## src/sv/psfp_pkg.sv

```systemverilog
`timescale 1ns / 1ps
`default_nettype none
package psfp_pkg;

	localparam int PSFP_FRAME_BYTES = 32;

	localparam logic [7:0] HDR_FIRST  = 8'h32;
	localparam logic [7:0] HDR_SECOND = 8'h3d;
	localparam int         LEN_OVERHEAD = 4;
	localparam int         MIN_END      = 5;
	localparam int         PM_BASE      = 4;

	localparam logic [7:0] SEL_PM2_5 = 8'd1;
	localparam logic [7:0] SEL_PM1_0 = 8'd2;
	localparam logic [7:0] SEL_PM10  = 8'd3;

	typedef struct packed {
		logic        valid;
		logic        good;
		logic [15:0] pm1_0;
		logic [15:0] pm2_5;
		logic [15:0] pm10;
	} frame_sum_t;

endpackage
`default_nettype wire

```

## src/sv/psfp_ram.sv

```systemverilog
`timescale 1ns / 1ps
`default_nettype none
module psfp_ram #(
	parameter int WIDTH = 8,
	parameter int DEPTH = 32
) (
	input  wire logic                     clk,
	input  wire logic                     we,
	input  wire logic [$clog2(DEPTH)-1:0] waddr,
	input  wire logic [WIDTH-1:0]         wdata,
	input  wire logic [$clog2(DEPTH)-1:0] raddr,
	output logic      [WIDTH-1:0]         rdata
);

	logic [WIDTH-1:0] mem [DEPTH];

	always_ff @(posedge clk) begin
		if (we) begin
			mem[waddr] <= wdata;
		end
		rdata <= mem[raddr];
	end

endmodule
`default_nettype wire

```

## src/sv/psfp_ctrl.sv

```systemverilog
`timescale 1ns / 1ps
`default_nettype none
module psfp_ctrl import psfp_pkg::*; #(
	parameter int FRAME_BYTES = PSFP_FRAME_BYTES
) (
	input  wire logic       clk,
	input  wire logic       arst_n,
	input  wire logic       in_valid,
	output logic            in_ready,
	input  wire logic [7:0] rx_byte,
	input  wire logic       res_ready,
	output frame_sum_t      fin
);

	localparam int AW        = $clog2(FRAME_BYTES);
	localparam int CW        = $clog2(FRAME_BYTES + 1);
	localparam int SUM_SPAN  = FRAME_BYTES - 2;
	localparam int FIN_READS = 8;
	localparam int FW        = $clog2(FIN_READS + 1);
	localparam int IW        = $clog2(FIN_READS);

	typedef enum logic [1:0] {ST_IDLE, ST_WR, ST_FIN, ST_DONE} state_t;

	state_t            state_q;
	logic              in_frame_q;
	logic [CW-1:0]     count_q;
	logic [15:0]       len_q;
	logic [15:0]       sum_q;
	logic [FRAME_BYTES-1:0] vld_q;
	logic [AW-1:0]     wr_addr_s1;
	logic [7:0]        wr_data_s1;
	logic              end_s1;
	logic              rd_vld_s1;
	logic [FW-1:0]     fin_cnt_q;
	logic [7:0]        fin_b_q [FIN_READS];

	logic              acc;
	logic              acc_we;
	logic [AW-1:0]     acc_addr;
	logic              nxt_in_frame;
	logic [CW-1:0]     nxt_count;
	logic [15:0]       nxt_len;
	logic              nxt_end;
	logic [CW-1:0]     inc_count;
	logic [AW-1:0]     fin_addr;
	logic [AW-1:0]     raddr;
	logic [7:0]        rdata;
	logic [7:0]        old_byte;
	logic [IW-1:0]     cap_idx;
	logic              ram_we;

	assign in_ready = (state_q == ST_IDLE);
	assign acc      = in_valid && in_ready;
	assign inc_count = count_q + CW'(1);

	always_comb begin
		acc_we       = 1'b0;
		acc_addr     = '0;
		nxt_in_frame = in_frame_q;
		nxt_count    = count_q;
		nxt_len      = len_q;
		nxt_end      = 1'b0;
		if (!in_frame_q) begin
			if (count_q == CW'(0)) begin
				if (rx_byte == HDR_FIRST) begin
					acc_we    = 1'b1;
					acc_addr  = AW'(0);
					nxt_count = CW'(1);
				end
			end else if (count_q == CW'(1)) begin
				if (rx_byte == HDR_SECOND) begin
					acc_we       = 1'b1;
					acc_addr     = AW'(1);
					nxt_count    = CW'(2);
					nxt_in_frame = 1'b1;
				end else begin
					nxt_count = '0;
				end
			end else begin
				nxt_count = '0;
			end
		end else begin
			acc_we    = 1'b1;
			acc_addr  = count_q[AW-1:0];
			nxt_count = inc_count;
			if (inc_count == CW'(3)) begin
				nxt_len = {8'd0, rx_byte};
			end else if (inc_count == CW'(4)) begin
				nxt_len = {len_q[7:0], rx_byte};
			end else if (inc_count >= CW'(MIN_END)) begin
				if ({{(17 - CW){1'b0}}, inc_count} >= ({1'b0, len_q} + 17'(LEN_OVERHEAD))
				    || inc_count >= CW'(FRAME_BYTES)) begin
					nxt_end      = 1'b1;
					nxt_in_frame = 1'b0;
					nxt_count    = '0;
				end
			end
		end
	end

	assign fin_addr = (fin_cnt_q < FW'(2)) ? AW'(SUM_SPAN + int'(fin_cnt_q))
	                                       : AW'(int'(fin_cnt_q) + PM_BASE - 2);
	assign raddr    = (state_q == ST_IDLE) ? acc_addr : fin_addr;
	assign old_byte = rd_vld_s1 ? rdata : 8'd0;
	assign cap_idx  = IW'(fin_cnt_q - FW'(1));
	assign ram_we   = (state_q == ST_WR);

	psfp_ram #(
		.WIDTH(8),
		.DEPTH(FRAME_BYTES)
	) u_ram (
		.clk   (clk),
		.we    (ram_we),
		.waddr (wr_addr_s1),
		.wdata (wr_data_s1),
		.raddr (raddr),
		.rdata (rdata)
	);

	always_ff @(posedge clk) begin
		rd_vld_s1 <= vld_q[raddr];
		if (acc) begin
			wr_addr_s1 <= acc_addr;
			wr_data_s1 <= rx_byte;
			end_s1     <= nxt_end;
		end
		if (state_q == ST_FIN && fin_cnt_q != FW'(0)) begin
			fin_b_q[cap_idx] <= old_byte;
		end
	end

	always_ff @(posedge clk or negedge arst_n) begin
		if (!arst_n) begin
			state_q    <= ST_IDLE;
			in_frame_q <= 1'b0;
			count_q    <= '0;
			len_q      <= '0;
			sum_q      <= '0;
			vld_q      <= '0;
			fin_cnt_q  <= '0;
		end else begin
			unique case (state_q)
				ST_IDLE: begin
					if (acc) begin
						in_frame_q <= nxt_in_frame;
						count_q    <= nxt_count;
						len_q      <= nxt_len;
						if (acc_we) begin
							state_q <= ST_WR;
						end
					end
				end
				ST_WR: begin
					vld_q[wr_addr_s1] <= 1'b1;
					if (wr_addr_s1 < AW'(SUM_SPAN)) begin
						sum_q <= sum_q + {8'd0, wr_data_s1} - {8'd0, old_byte};
					end
					fin_cnt_q <= '0;
					state_q   <= end_s1 ? ST_FIN : ST_IDLE;
				end
				ST_FIN: begin
					if (fin_cnt_q == FW'(FIN_READS)) begin
						state_q <= ST_DONE;
					end else begin
						fin_cnt_q <= fin_cnt_q + FW'(1);
					end
				end
				ST_DONE: begin
					if (res_ready) begin
						state_q <= ST_IDLE;
					end
				end
				default: state_q <= ST_IDLE;
			endcase
		end
	end

	assign fin.valid = (state_q == ST_DONE);
	assign fin.good  = (sum_q == {fin_b_q[0], fin_b_q[1]});
	assign fin.pm1_0 = {fin_b_q[2], fin_b_q[3]};
	assign fin.pm2_5 = {fin_b_q[4], fin_b_q[5]};
	assign fin.pm10  = {fin_b_q[6], fin_b_q[7]};

endmodule
`default_nettype wire

```

## src/sv/psfp_result.sv

```systemverilog
`timescale 1ns / 1ps
`default_nettype none
module psfp_result import psfp_pkg::*; (
	input  wire logic        clk,
	input  wire logic        arst_n,
	input  wire logic        cfg_we,
	input  wire logic [7:0]  cfg_wdata,
	input  wire frame_sum_t  fin,
	output logic             res_ready,
	output logic             out_valid,
	input  wire logic        out_ready,
	output logic             frame_good,
	output logic [15:0]      pm1_0_value,
	output logic [15:0]      pm2_5_value,
	output logic [15:0]      pm10_value,
	output logic [15:0]      chosen_value
);

	logic [7:0] sel_q;
	logic       out_valid_q;
	logic       good_q;
	logic [15:0] pm1_0_q;
	logic [15:0] pm2_5_q;
	logic [15:0] pm10_q;
	logic [15:0] choice_q;
	logic        load;

	assign res_ready = !out_valid_q || out_ready;
	assign load      = fin.valid && res_ready;

	always_ff @(posedge clk or negedge arst_n) begin
		if (!arst_n) begin
			sel_q       <= SEL_PM2_5;
			out_valid_q <= 1'b0;
			good_q      <= 1'b0;
			pm1_0_q     <= '0;
			pm2_5_q     <= '0;
			pm10_q      <= '0;
			choice_q    <= '0;
		end else begin
			if (cfg_we) begin
				sel_q <= cfg_wdata;
			end
			if (load) begin
				out_valid_q <= 1'b1;
				good_q      <= fin.good;
				if (fin.good) begin
					pm1_0_q <= fin.pm1_0;
					pm2_5_q <= fin.pm2_5;
					pm10_q  <= fin.pm10;
					priority if (sel_q == SEL_PM2_5) begin
						choice_q <= fin.pm2_5;
					end else if (sel_q == SEL_PM1_0) begin
						choice_q <= fin.pm1_0;
					end else if (sel_q == SEL_PM10) begin
						choice_q <= fin.pm10;
					end else begin
						choice_q <= choice_q;
					end
				end
			end else if (out_ready) begin
				out_valid_q <= 1'b0;
			end
		end
	end

	assign out_valid    = out_valid_q;
	assign frame_good   = good_q;
	assign pm1_0_value  = pm1_0_q;
	assign pm2_5_value  = pm2_5_q;
	assign pm10_value   = pm10_q;
	assign chosen_value = choice_q;

endmodule
`default_nettype wire

```

## src/sv/pm_sensor_frame_parser.sv

```systemverilog
// A dropped header byte leaves the parser idle; a stored byte goes from idle (read of the
// old buffer byte) to the write state (write-back with the running checksum update).
// Frame end: after the frame's last byte is stored, the checksum and the readings are
// read back byte by byte from the buffer and passed to the registered result stage.
// Input: one dropped byte per cycle while idle; none in write-back, read-back or result wait.
// Reset (arst_n, async): hunting, buffer reads as zero, readings 0, value_select 1.
`timescale 1ns / 1ps
`default_nettype none
module pm_sensor_frame_parser import psfp_pkg::*; #(
	parameter int FRAME_BYTES = PSFP_FRAME_BYTES
) (
	input  wire logic        clk,
	input  wire logic        arst_n,
	input  wire logic        cfg_we,
	input  wire logic [7:0]  cfg_wdata,
	input  wire logic        in_valid,
	output logic             in_ready,
	input  wire logic [7:0]  rx_byte,
	output logic             out_valid,
	input  wire logic        out_ready,
	output logic             frame_good,
	output logic [15:0]      pm1_0_value,
	output logic [15:0]      pm2_5_value,
	output logic [15:0]      pm10_value,
	output logic [15:0]      chosen_value
);

	frame_sum_t fin;
	logic       res_ready;

	psfp_ctrl #(
		.FRAME_BYTES(FRAME_BYTES)
	) u_ctrl (
		.clk       (clk),
		.arst_n    (arst_n),
		.in_valid  (in_valid),
		.in_ready  (in_ready),
		.rx_byte   (rx_byte),
		.res_ready (res_ready),
		.fin       (fin)
	);

	psfp_result u_result (
		.clk          (clk),
		.arst_n       (arst_n),
		.cfg_we       (cfg_we),
		.cfg_wdata    (cfg_wdata),
		.fin          (fin),
		.res_ready    (res_ready),
		.out_valid    (out_valid),
		.out_ready    (out_ready),
		.frame_good   (frame_good),
		.pm1_0_value  (pm1_0_value),
		.pm2_5_value  (pm2_5_value),
		.pm10_value   (pm10_value),
		.chosen_value (chosen_value)
	);

endmodule
`default_nettype wire

```

## config.mk

```make
export PLATFORM = sky130hd
export DESIGN_NAME = pm_sensor_frame_parser
export DESIGN_NICKNAME = d
export VERILOG_FILES = /design/src/sv/psfp_pkg.sv /design/src/sv/psfp_ram.sv /design/src/sv/psfp_ctrl.sv /design/src/sv/psfp_result.sv /design/src/sv/pm_sensor_frame_parser.sv
export SDC_FILE = /design/constraint.sdc
export NUM_CORES = 1
export LEC_CHECK = 0
export BUFFER_PORTS_ARGS = -buffer_cell sky130_fd_sc_hd__buf_2
export CAP_MARGIN = 25
export CORE_MARGIN = 8
export CORE_UTILIZATION = 28
export CTS_CLUSTER_DIAMETER = 60
export CTS_CLUSTER_SIZE = 14
export DETAILED_ROUTE_END_ITERATION = 10
export PLACE_DENSITY = 0.47
export SLEW_MARGIN = 40
export SYNTH_ARGS = -nofsm -noshare
export SYNTH_HDL_FRONTEND = slang
export SYNTH_SLANG_ARGS = --single-unit
export TNS_END_PERCENT = 100
```

## constraint.sdc

```tcl
create_clock -name clk -period 3.35 [get_ports clk]
set_clock_uncertainty 0.05 [all_clocks]
set_input_delay 0.335 -clock clk [delete_from_list [all_inputs] [get_ports clk]]
set_output_delay 0.335 -clock clk [all_outputs]
set_load 0.1 [all_outputs]
```

==> metrics.txt <==
outcome finished, final reports clean; # nets final 1,661; initial antenna violation count 1; DIE WIDTH 287 µm; core region area 73,000 µm²; initial core utilization 28.3%; via count 12,131; CP Max Fanout 8; WP data required roughly 3.8 ns; max-slew violations 0; Synth top area share 48.7%; Post-Route WL approximately 52,000 µm; async set-reset flop share out of synthesis between 30% and 40%; io pins 88; CTS tree done; mux cell area share after synthesis 9.58%; Unique masters post-synth 71; fraction of layout cells with a size suffix above 1 23.7%; Via-to-Cell Ratio 4.67; clock-pin slew on the worst setup and hold paths about 0.07 ns; area grow syn2layout 18.5%; most frequent cell after synthesis edfxtp_1; Ys Warns 0; cell area power density 824 nW/µm²; startpoint types register; Max clock buf depth 3; slew margin rel. 49.4%; CTS Sinks 494; max-cap violations 0; total DRC errors in the routed layout 0; Root Buffer clkbuf_16; post-route minimum period 3.12 ns; ANT cells 0; Post-synth top flop edfxtp_1; sequential area share after synthesis 67.9%; WP data arrival 3.58 ns; Mapped Cells 1,422; Buffers on Ports 87; RSZ-0062 raised after global routing no; period utilisation layout between 90% and 100%; Critical Path Start u_ctrl.rd_vld_s1$_DFF_P_; DRT antenna net count 0; R2R setup slack about 0.23 ns; type of the tightest min-delay check input pin to register; Synth Area per Inst roughly 14 µm²; vias in the first global route 12,227; post-synth top area cell edfxtp_1; post-synthesis compound-gate area fraction 6.66%; RePlAce Congestion 0.772; Final Util roughly 33%; total setup buffers inserted after CTS 0; Chip Height 287 µm; setup TNS 0 ns; fmax 321 MHz; worst hold slack 0.0736 ns; static leakage 9.54 nW; Post-Syn Nets 1,482; crit path kind register to register; Setup crit end kind register; Final setup viols 0; largest family of logic cells by synthesized area multiplexers; Post-synth EDFFs 334; HPWL Detailed 34,700 µm; fill count 7,122; H-tree depth 2; most frequent cells after synthesis edfxtp_1 (334), dfrtp_1 (150), nand2_1 (142), nor2_1 (74), mux2_2 (57); Clock Latency Late Sink 0.59 ns; remaining global-route overflow 0; # rows slightly below 100; Synth Cell Area ~20,000 µm²; DRT Pass-1 Iters 5; Simple-Gate Fraction of Synth Area 9.24%; worst reg-to-reg path cell count 10; worst slew pin tran 0.757 ns; VDD IR max 0.431 mV; endpoints failing hold 0; Yosys reg bits roughly 490; R2R Path End u_ctrl.sum_q[14]$_DFFE_PN0P_; Die Area 82,500 µm²; Total Routing Usage GR 12.5%; DR iter-0 viols 906; pin count of the biggest net entering global routing 62; first-pass GRT wire length 79,700 µm; worst r2r src u_ctrl.rd_vld_s1$_DFF_P_; total CTS buffers 47; Synth area leaders edfxtp_1 (49%), dfrtp_1 (18%), mux4_2 (3.9%); Worst Setup EP u_ctrl.sum_q[14]$_DFFE_PN0P_; post-synthesis xor/xnor area fraction 1.74%; Post-Synth Adder-Cell Area under 10%; Avg WL per Cell 20.2 µm
-- repair_timing --
item                       4_1_cts  5_1_grt
hold endpoints to repair        73        0
hold buffers                    16        0
setup endpoints to repair        0        1
gates resized for setup          0        2
-- cells in the final DEF, fill, tap and decap left out, drive strengths merged, types with 37 or more instances in the layout --
cell / n
a21oi: 41
buf: 173
clkbuf: 73
dfrtp: 150
edfxtp: 334
inv: 55
mux2: 66
mux2i: 42
nand2: 142
nand3: 37
nor2: 75
o21ai: 46
-- sequential cells by signal, summed over array words and instances, names as in the netlist, named ones only --
| signal | count |
|---|---|
| u_ctrl.in_frame_q | 1 |
| u_ctrl.sum_q | 16 |
| u_result.pm1_0_value | 16 |
| u_ctrl.u_ram.mem | 256 |
| u_ctrl.rd_vld_s1 | 1 |
| u_ctrl.vld_q | 32 |
| u_result.sel_q | 8 |
| u_ctrl.u_ram.rdata | 8 |
| u_ctrl.fin_cnt_q | 4 |
| u_ctrl.wr_addr_s1 | 5 |
| u_ctrl.end_s1 | 1 |
| u_result.pm2_5_value | 16 |
| u_ctrl.fin_b_q | 64 |
| u_ctrl.count_q | 6 |
| u_result.chosen_value | 16 |
| u_ctrl.len_q | 16 |
| u_result.pm10_value | 16 |
| u_result.frame_good | 1 |
| u_ctrl.wr_data_s1 | 8 |
| u_result.out_valid | 1 |
| u_ctrl.state_q | 1 |
-- through the flow --
step	cell area [µm²]	power, W	instances	worst slack, ns
after global placement	22700	0.0149	2494	0.184
final	24400	0.0201	2598	0.231
after CTS	24400	0.0204	2598	0.124
after floorplan	20600	0.0124	1422	0.0890
after global routing	24400	0.0213	2598	0.0347
after detailed placement	22700	0.0150	2495	0.135
-- where the power goes --
group          internal [W]  switching, W
registers           0.00729      0.000382
logic               0.00283       0.00430
clock network       0.00296       0.00238
-- critical path, cell delays in order, from the launching register on --
cell and delay [ns]:
dfxtp_1 0.41, and2_1 0.20, fa_1 0.47, fa_1 0.47, nor2b_1 0.13, o21a_1 0.14, o21ai_0 0.17, a211oi_2 0.30
nor3_1 0.11, or4_1 0.51, nand3_1 0.09
-- worst min-delay path by stage --
stage | from | end | slack, ns | cells after the start
4_1_cts | in_valid | u_ctrl.state_q[0]$_DFFE_PN0P_ | 0.04 | 4
5_1_grt | rx_byte[2] | u_ctrl.wr_data_s1[2]$_DFFE_PP_ | 0.05 | 1
2_1_floorplan | arst_n | asynchronous set/reset pin | -0.01 | 0
3_3_place_gp | arst_n | u_result.sel_q[3]$_DFFE_PN0P_ | 0.34 | 1
6_report | in_valid | u_ctrl.state_q[0]$_DFFE_PN0P_ | 0.07 | 4
3_5_place_dp | arst_n | u_result.sel_q[1]$_DFFE_PN0P_ | 0.34 | 1
-- cell families (layout without fill, tap and decap cells) --
group	count (synthesis)	after routing
flops	494	494
simple gates	391	391
compound gates	203	203
mux	144	144
buf+inv	110	327
xor+xnor	41	41
fa+ha+maj	39	39
-- routing by layer --
layer  global-route usage [%]  vias to the layer above  wire length, µm
li1                         -                     5651                -
met1                     17.9                     6193            25200
met2                     19.8                      227            24100
met3                     2.18                       60             2310
met4                     3.06                        0              842
met5                        0                        -                0
-- cell type report --
| type | count | area [µm²] | area share (%) |
|---|---|---|---|
| Clock inverter | 14 | 165 | 0.676 |
| Tap cell | 959 | 1200 | 4.91 |
| Inverter | 51 | 191 | 0.784 |
| Multi-Input combinational cell | 818 | 6210 | 25.4 |
| Sequential cell | 494 | 14000 | 57.3 |
| Timing Repair Buffer | 189 | 1330 | 5.44 |
| Clock buffer | 73 | 1350 | 5.51 |
(Power assumes the default switching activity.)
